==> config.mk <==
export PLATFORM = sky130hd
export DESIGN_NAME = zigzag_prefix_varint_decoder_top
export DESIGN_NICKNAME = d
export VERILOG_FILES = /design/src/rtl/zpvd_pkg.sv /design/src/rtl/zigzag_prefix_varint_decoder_top.sv /design/src/rtl/zpvd_decode.sv /design/src/rtl/zpvd_out_stage.sv
export SDC_FILE = /design/constraint.sdc
export NUM_CORES = 1
export LEC_CHECK = 0
export BUFFER_PORTS_ARGS = -buffer_cell sky130_fd_sc_hd__buf_2
export CAP_MARGIN = 25
export CORE_MARGIN = 10
export CORE_UTILIZATION = 60
export DETAILED_ROUTE_END_ITERATION = 16
export PLACE_DENSITY = 0.83
export SLEW_MARGIN = 30
export SYNTH_ARGS = -nofsm -noshare
export SYNTH_HDL_FRONTEND = slang
export SYNTH_HIERARCHICAL = 1
export SYNTH_SLANG_ARGS = --single-unit
export TNS_END_PERCENT = 30
==> constraint.sdc <==
create_clock -name clk_i -period 10 [get_ports clk_i]
set_input_delay 1 -clock clk_i [delete_from_list [all_inputs] [get_ports clk_i]]
set_output_delay 1 -clock clk_i [all_outputs]
set_load 0.02 [all_outputs]
==> src/rtl/zpvd_pkg.sv <==
// ----------------------------------------------------------------------------
// zpvd_pkg
// Shared types, constants and functions of the zigzag prefix varint decoder.
// ----------------------------------------------------------------------------
package zpvd_pkg;

  localparam int unsigned ByteW  = 8;
  localparam int unsigned WordW  = 32;
  localparam int unsigned LenW   = 3;

  // Byte counts of each code form, escape byte included
  localparam logic [LenW-1:0] Len1   = 3'd1;
  localparam logic [LenW-1:0] Len2   = 3'd2;
  localparam logic [LenW-1:0] Len3   = 3'd3;
  localparam logic [LenW-1:0] Len4   = 3'd4;
  localparam logic [LenW-1:0] LenEsc = 3'd5;

  typedef struct packed {
    logic signed [WordW-1:0] value;
    logic [LenW-1:0]         code_length;
  } result_t;

  // Sign in the low bit: odd words map to the complement of the halved word
  function automatic logic [WordW-1:0] unzigzag(input logic [WordW-1:0] v);
    unzigzag = {1'b0, v[WordW-1:1]} ^ {WordW{v[0]}};
  endfunction

endpackage

==> src/rtl/zigzag_prefix_varint_decoder_top.sv <==
// ----------------------------------------------------------------------------
// zigzag_prefix_varint_decoder_top
// Decodes prefix-coded, zigzag-signed 32-bit integers from a byte stream.
// ----------------------------------------------------------------------------
//  channel | direction | signals
//  in      | sink      | in_valid_i, in_ready_o, byte_in_i[7:0]
//  out     | source    | out_valid_o, out_ready_i, value_o[31:0], code_length_o[2:0]
//
//  One byte per cycle sustained unless a result is held; a byte is decoded
//  from the input reg and its result, if any, shows on the next cycle from the result reg.
//  A code of n bytes gives one result, on its last byte.
//  Reset empties both registers and waits for a lead byte.
//  A held result stalls the decoder, whether or not the next byte would
//  finish a code; the input register takes at most one more byte and then
//  in_ready_o falls until the result beat goes out.
// ----------------------------------------------------------------------------
module zigzag_prefix_varint_decoder_top
  import zpvd_pkg::*;
(
  input  logic                    clk_i,
  input  logic                    rst_ni,
  input  logic                    in_valid_i,
  output logic                    in_ready_o,
  input  logic [ByteW-1:0]        byte_in_i,
  output logic                    out_valid_o,
  input  logic                    out_ready_i,
  output logic signed [WordW-1:0] value_o,
  output logic [LenW-1:0]         code_length_o
);

  logic             in_valid_q;
  logic [ByteW-1:0] byte_q;
  logic             advance;
  logic             free;
  logic             result_valid;
  result_t          result;

  assign advance    = in_valid_q & free;
  assign in_ready_o = ~in_valid_q | free;

  always_ff @(posedge clk_i or negedge rst_ni) begin
    if (!rst_ni) begin
      in_valid_q <= 1'b0;
    end else if (in_ready_o) begin
      in_valid_q <= in_valid_i;
    end
  end

  always_ff @(posedge clk_i) begin
    if (in_ready_o && in_valid_i) begin
      byte_q <= byte_in_i;
    end
  end

  zpvd_decode u_decode (
    .clk_i          (clk_i),
    .rst_ni         (rst_ni),
    .advance_i      (advance),
    .byte_i         (byte_q),
    .result_valid_o (result_valid),
    .result_o       (result)
  );

  zpvd_out_stage u_out (
    .clk_i         (clk_i),
    .rst_ni        (rst_ni),
    .load_i        (result_valid),
    .result_i      (result),
    .free_o        (free),
    .out_valid_o   (out_valid_o),
    .out_ready_i   (out_ready_i),
    .value_o       (value_o),
    .code_length_o (code_length_o)
  );

  a_hold_beat: assert property (@(posedge clk_i) disable iff (!rst_ni)
    in_valid_q && !advance |=> in_valid_q && $stable(byte_q))
    else $error("input beat lost while stalled");

  a_ready_free: assert property (@(posedge clk_i) disable iff (!rst_ni)
    !in_ready_o |-> in_valid_q && !out_ready_i && out_valid_o)
    else $error("input stalled without a held result");

endmodule

==> src/rtl/zpvd_decode.sv <==
// ----------------------------------------------------------------------------
// zpvd_decode
// Code state and word assembly: one byte per advance, result on last byte.
// ----------------------------------------------------------------------------
module zpvd_decode
  import zpvd_pkg::*;
(
  input  logic                 clk_i,
  input  logic                 rst_ni,
  input  logic                 advance_i,
  input  logic [ByteW-1:0]     byte_i,
  output logic                 result_valid_o,
  output result_t              result_o
);

  logic [LenW-1:0]  bytes_left_q, bytes_left_d;
  logic [WordW-1:0] acc_q, acc_d;
  logic [LenW-1:0]  len_q, len_d;
  logic             emit;
  logic [LenW-1:0]  emit_len;

  always_comb begin
    bytes_left_d = bytes_left_q;
    acc_d        = acc_q;
    len_d        = len_q;
    emit         = 1'b0;
    emit_len     = len_q;
    if (bytes_left_q != '0) begin
      // continuation: shift in all eight bits, no lead check
      acc_d        = {acc_q[WordW-ByteW-1:0], byte_i};
      bytes_left_d = bytes_left_q - 3'd1;
      emit         = (bytes_left_q == 3'd1);
    end else begin
      priority casez (byte_i)
        8'b0???????: begin
          acc_d    = {{(WordW-7){1'b0}}, byte_i[6:0]};
          len_d    = Len1;
          emit     = 1'b1;
          emit_len = Len1;
        end
        8'b10??????: begin
          acc_d        = {{(WordW-6){1'b0}}, byte_i[5:0]};
          bytes_left_d = 3'd1;
          len_d        = Len2;
        end
        8'b110?????: begin
          acc_d        = {{(WordW-5){1'b0}}, byte_i[4:0]};
          bytes_left_d = 3'd2;
          len_d        = Len3;
        end
        8'b1110????: begin
          acc_d        = {{(WordW-4){1'b0}}, byte_i[3:0]};
          bytes_left_d = 3'd3;
          len_d        = Len4;
        end
        default: begin
          // escape: drop the lead byte, four full bytes follow
          acc_d        = '0;
          bytes_left_d = 3'd4;
          len_d        = LenEsc;
        end
      endcase
    end
  end

  always_ff @(posedge clk_i or negedge rst_ni) begin
    if (!rst_ni) begin
      bytes_left_q <= '0;
      acc_q        <= '0;
      len_q        <= '0;
    end else if (advance_i) begin
      bytes_left_q <= bytes_left_d;
      acc_q        <= acc_d;
      len_q        <= len_d;
    end
  end

  assign result_valid_o       = advance_i & emit;
  assign result_o.value       = unzigzag(acc_d);
  assign result_o.code_length = emit_len;

  a_left_range: assert property (@(posedge clk_i) disable iff (!rst_ni)
    bytes_left_q <= 3'd4)
    else $error("bytes_left out of range");

  a_last_byte: assert property (@(posedge clk_i) disable iff (!rst_ni)
    advance_i && bytes_left_q == 3'd1 |=> bytes_left_q == '0)
    else $error("code did not close on its last byte");

  a_cont_len: assert property (@(posedge clk_i) disable iff (!rst_ni)
    bytes_left_q != '0 |-> len_q >= Len2 && len_q <= LenEsc)
    else $error("multi-byte code with bad length");

endmodule

==> src/rtl/zpvd_out_stage.sv <==
// ----------------------------------------------------------------------------
// zpvd_out_stage
// Result register on the output channel.
// ----------------------------------------------------------------------------
module zpvd_out_stage
  import zpvd_pkg::*;
(
  input  logic                    clk_i,
  input  logic                    rst_ni,
  input  logic                    load_i,
  input  result_t                 result_i,
  output logic                    free_o,
  output logic                    out_valid_o,
  input  logic                    out_ready_i,
  output logic signed [WordW-1:0] value_o,
  output logic [LenW-1:0]         code_length_o
);

  logic    valid_q, valid_d;
  result_t data_q;

  assign free_o  = ~valid_q | out_ready_i;
  assign valid_d = load_i | (valid_q & ~out_ready_i);

  always_ff @(posedge clk_i or negedge rst_ni) begin
    if (!rst_ni) begin
      valid_q <= 1'b0;
    end else begin
      valid_q <= valid_d;
    end
  end

  always_ff @(posedge clk_i) begin
    if (load_i) begin
      data_q <= result_i;
    end
  end

  assign out_valid_o   = valid_q;
  assign value_o       = data_q.value;
  assign code_length_o = data_q.code_length;

  a_no_overwrite: assert property (@(posedge clk_i) disable iff (!rst_ni)
    load_i |-> free_o)
    else $error("result register overwritten while held");

endmodule

After elaboration in Yosys (flattened, before gate mapping). Index checks and enable logic that the tools add are counted.

Logic and storage cells: 39. Output and inout bits: 37. Register bits after elaboration: 75.

Reduce and logical (&&, ||, !) cells: 4. $add $sub $neg: 1. Bitwise operators: 12. Equality and inequality tests: 5. Muxes and demuxes: 9.

Operator list (number): $mux 32 (1); $xor 31x32->32 (1); $pmux 7 s4 (1); $pmux 3 s4 (2); $mux 3 (3); $not 1->1 (5); $eq 4x4->1 const B (1); $reduce_and 2->1 (2); $and 1x1->1 (3); $eq 3x1->1 const B (1); $eq 3x3->1 const B (1); $or 1x1->1 (3); $reduce_bool 3->1 (1); $sub 3x1->3 const B (1); $eq 2x2->1 const B (1); $mux 1 (2); $ne 2x1->1 const B (1); $logic_and 1x1->1 (1).

Longest topological paths before layout.
Depth in word-level cells: 5. Mapped depth: 8. Mapped depth without buffers: 5.

Modules after synthesis. Netlist, hierarchy kept.

By module, submodules not included: zpvd_decode (cells each 236, times used 1, area an instance 2000.7 um2, seq. area each 750.7 um2); zpvd_out_stage (cells each 38, times used 1, area an instance 1098.6 um2, seq. area each 1076.0 um2); zigzag_prefix_varint_decoder_top (cells each 13, times used 1, area an instance 300.3 um2, seq. area each 265.3 um2).

Least setup slack after synthesis. OpenSTA, ideal clock, no wires.

Path type: input port to flip-flop. Start: input out_ready_i. End: register u_out.valid_q (netlist: u_out/out_valid_o). Slack: 5229 ps. Stages on the path: 6. Path buffers: 2. Data required time: 9918 ps. Setup time: 82 ps. Arrival time: 4690 ps. Cell sequence: nand2b_4 and2_1 buf_2 buf_2 nor3b_1 nand2b_2.

Cells in the longest elaborated chain, start to end: 4. Elaborated cells between the ends (all ways): 6. Those cells by class: 6 x bitwise.

Ends and longest elaborated chain: start: declaration (line zigzag_prefix_varint_decoder_top.sv:26) `input logic out_ready_i,`; $or 1x1->1 (line zpvd_out_stage.sv:22) `assign free_o = ~valid_q | out_ready_i;`; $and 1x1->1 (line zigzag_prefix_varint_decoder_top.sv:38) `assign advance = in_valid_q & free;`; net advance (line zigzag_prefix_varint_decoder_top.sv:33) `logic advance;`; $and 1x1->1 (line zpvd_decode.sv:78) `assign result_valid_o = advance_i & emit;`; net result_valid (line zigzag_prefix_varint_decoder_top.sv:35) `logic result_valid;`; $or 1x1->1 (line zpvd_out_stage.sv:23) `assign valid_d = load_i | (valid_q & ~out_ready_i);`; net u_out.valid_d (line zpvd_out_stage.sv:19) `logic valid_q, valid_d;`; end signal: assignment (line zpvd_out_stage.sv:29) `valid_q <= valid_d;`; end: declaration (line zpvd_out_stage.sv:19).

The timed path passes the listed nets, and every way through them passes these cells. A chain may end at the register's enable or synchronous reset.

Worst setup path in the final report.
Start: input out_ready_i. End: output in_ready_o.

Cells in the longest elaborated chain, start to end: 2.

Ends and longest elaborated chain: $or 1x1->1 (line zpvd_out_stage.sv:22); net free (line zigzag_prefix_varint_decoder_top.sv:34) `logic free;`; $or 1x1->1 (line zigzag_prefix_varint_decoder_top.sv:39) `assign in_ready_o = ~in_valid_q | free;`; end: declaration (line zigzag_prefix_varint_decoder_top.sv:23) `output logic in_ready_o,`.

The timed path passes the listed nets, and every way through them passes these cells.

==> summary.txt <==
Layout
  – Final-stage net count: between 300 and 400
  – Post-Layout Cell Count: a little over 400
  – Post-route design area: 0.00378 mm²
  – Ant diodes: 0
  – P&R area growth vs syn: 11.3%
  – Fraction of layout cells with a size suffix above 1: a little under a quarter

STA
  – Relative slew slack: 52.4%
  – Tmin final: about 2.5 ns
  – Setup TNS: 0 ns
  – Fin crit share: between 20% and 30%
  – Setup Viol. Count Final: 0
  – Clk_skew: approximately 0.0065 ns
  – Final hold vios: 0
  – Worst slew pin tran: between 0.7 and 0.8 ns
  – Hold Slack: 0.499 ns
  – FMAX: just under 400 MHz
  – RSZ-0062 raised after global routing: false
  – Max Slew Vio Count: 0

Clocking
  – Deepest clock path buffer count: 2
  – Clock tree sinks: 75
  – Postcts setup bufs: 0
  – CTS Root Cell: clkbuf_8
  – H-tree lvl count: 3
  – TritonCTS clock tree: yes
  – TritonCTS Buffers: 9
  – Clock transition at path regs: approximately 0.070 ns
  – Hold-fix buffers, CTS: 0
  – Worst-Skew Late Latency: 0.34 ns
  – Number of gates resized after cts: 0

Yosys
  – Synthesized cell area: 0.00340 mm²
  – Flops & latches, synth: 75
  – Seq/Total Area, Yosys: about 60%
  – Yosys top cell area share: 38.0%
  – Post-synthesis cell type count: 42
  – Synth Instances: roughly 290
  – Syn nets: between 300 and 400
  – Fraction of registers with async set/reset: 42.7%
  – Synth top area cells: edfxtp_1, dfrtp_1, mux2i_1
  – Yosys top cell by area: edfxtp_1
  – EDFF count, synth: 43
  – Ys Warns: 6
  – Synth Flop Type: edfxtp_1
  – Syn Area/Cell: around 12 µm²

Floorplan
  – # rows: 27
  – Initial Util: 61.7%
  – Io pins: 49
  – Core box area: 0.00551 mm²
  – Die width: approximately 95 µm
  – Chip Height: 95.3 µm
  – Total die area: between 0.009 and 0.01 mm²

Detailed routing
  – DR DRC count: 0
  – Drt total wl: roughly 6.4 mm
  – First drt pass iteration count: 4
  – Avg Vias per Cell: around 5.6
  – Antenna viol nets, final: 0
  – DR iter-0 viols: 234
  – Vias: 2248
  – DR WL/cell: 15.8 µm

Worst setup path
  – Worst EP required: 9.00 ns
  – Worst-path fanout max: 3
  – Critical path endpoint category: output port
  – CP Class: input pin to output port
  – Arrival time at the worst endpoint: between 1.5 and 2 ns
  – Critical Path Start Type: input pin

GRT
  – Vias in the first global route: 2223
  – Global Route Usage Sum: approximately 15%
  – First-pass GRT wire length: 10.8 mm
  – Initial antenna violation count: 0
  – Total congestion overflow: 0
  – Largest net degree at the start of global routing: 56

Place
  – Dpl cells: around 390
  – PortBufs: 48
  – Dpl hpwl: approximately 4.3 mm
  – Placed cell area: between 0.003 and 0.004 mm²
  – GPL Wtd Cong: 0.796

Flow run
  – Max-Cap Viols: 0

Power
  – Pleak: 1.64 nW
  – Max VDD drop: about 0.14 mV
  – Pwr/cell area: ~260 mW/mm²

Outcome
  – Status: completed

Min path
  – Min-delay worst type: flip-flop to flip-flop
[worst max-delay path, cell delays in order]
cell and delay (ns):
buf_2 0.09, nand2b_4 0.13, nand2b_4 0.14, buf_2 0.15
[cells by family after synthesis]
group | Yosys count | synth area share, %
simple gates | 75 | 12.8
flops | 75 | 61.5
xor+xnor | 3 | 0.773
compound gates | 59 | 10.0
fa+ha+maj | 3 | 1.10
mux | 21 | 6.18
buf+inv | 51 | 7.58
[report_power, final]
group          switching (W)  internal [W]
combinational       0.000198      0.000120
clock               0.000105     0.0000938
sequential         0.0000498      0.000430
[cells in the mapped netlist, types with 2 or more instances]
master / number
edfxtp_1: 43
ha_1: 3
o21ai_0: 30
o22ai_1: 3
mux2i_1: 21
inv_1: 28
a21o_1: 2
nor2_1: 4
nand2b_4: 2
nand2b_1: 3
nand3_1: 23
xnor2_1: 3
a21oi_1: 12
a31oi_1: 3
dfrtp_1: 32
or3_1: 8
nand2_1: 21
clkbuf_1: 7
buf_2: 5
buf_6: 4
buf_4: 5
a21boi_0: 3
nand3b_1: 3
[path summary, 6_finish.rpt]
kind | cells after the start | slack (ns) | to | startpoint
min in group asynchronous | 1 | 0.70 | u_decode/acc_q[4] | rst_ni
setup / recovery | 4 | 7.48 | in_ready_o | out_ready_i
hold / removal | 1 | 0.50 | u_decode/len_q[1] | u_decode/len_q[1]
max in group asynchronous | 1 | 8.83 | u_decode/acc_q[16] | rst_ni
hold reg to reg | 1 | 0.50 | u_decode/len_q[1] | u_decode/len_q[1]
setup reg to reg | 5 | 7.92 | u_out/value_o[24] | u_out/out_valid_o
[through the flow]
step	util [%]	worst slack, ns	power (W)
after floorplan	-	5.23	0.000738
after detailed placement	65.6	7.23	0.000802
after CTS	68.7	7.47	0.00100
after global routing	68.7	7.45	0.00107
final	68.7	7.48	0.000997
after global placement	65.6	7.27	0.000785
[sequential cells by signal (all words and copies together), names as in the netlist]
| signal | count |
|---|---|
| u_out/value_o | 32 |
| u_decode/acc_q | 24 |
| byte_q | 8 |
| u_decode/bytes_left_q | 3 |
| u_decode/len_q | 3 |
| u_out/code_length_o | 3 |
| in_valid_q | 1 |
| u_out/out_valid_o | 1 |
[metal layers]
metal / vias up / GRT usage (%) / part of all wire (%)
li1: 1080 / - / -
met1: 1089 / 18.6 / 39
met2: 64 / 24.5 / 53
met3: 15 / 4.32 / 5.5
met4: 0 / 8.23 / 2.6
met5: - / 0 / 0
[layout make-up]
class,instances,area (µm²)
fill,376,1720
clock inverter,6,31.3
sequential,75,2090
timing repair buffer,52,270
tap,72,90.1
multi-input combinational,161,1060
clock buffer,10,138
inverter,28,105
[placed cells by master (no fill, tap or decap), types with 2 or more instances in the layout]
cell        count
a21boi_0        3
a21o_1          2
a21oi_1        12
a31oi_1         3
buf_2          48
buf_4           4
clkbuf_8       10
clkinv_1        3
clkinvlp_4      2
dfrtp_1        32
edfxtp_1       43
ha_1            3
inv_1          28
mux2i_1        21
nand2_1        21
nand2b_1        3
nand2b_4        2
nand3_1        23
nand3b_1        3
nor2_1          3
o21ai_0        30
o22ai_1         3
or3_1           8
xnor2_1         3
Power figures use the tool's default switching activity.
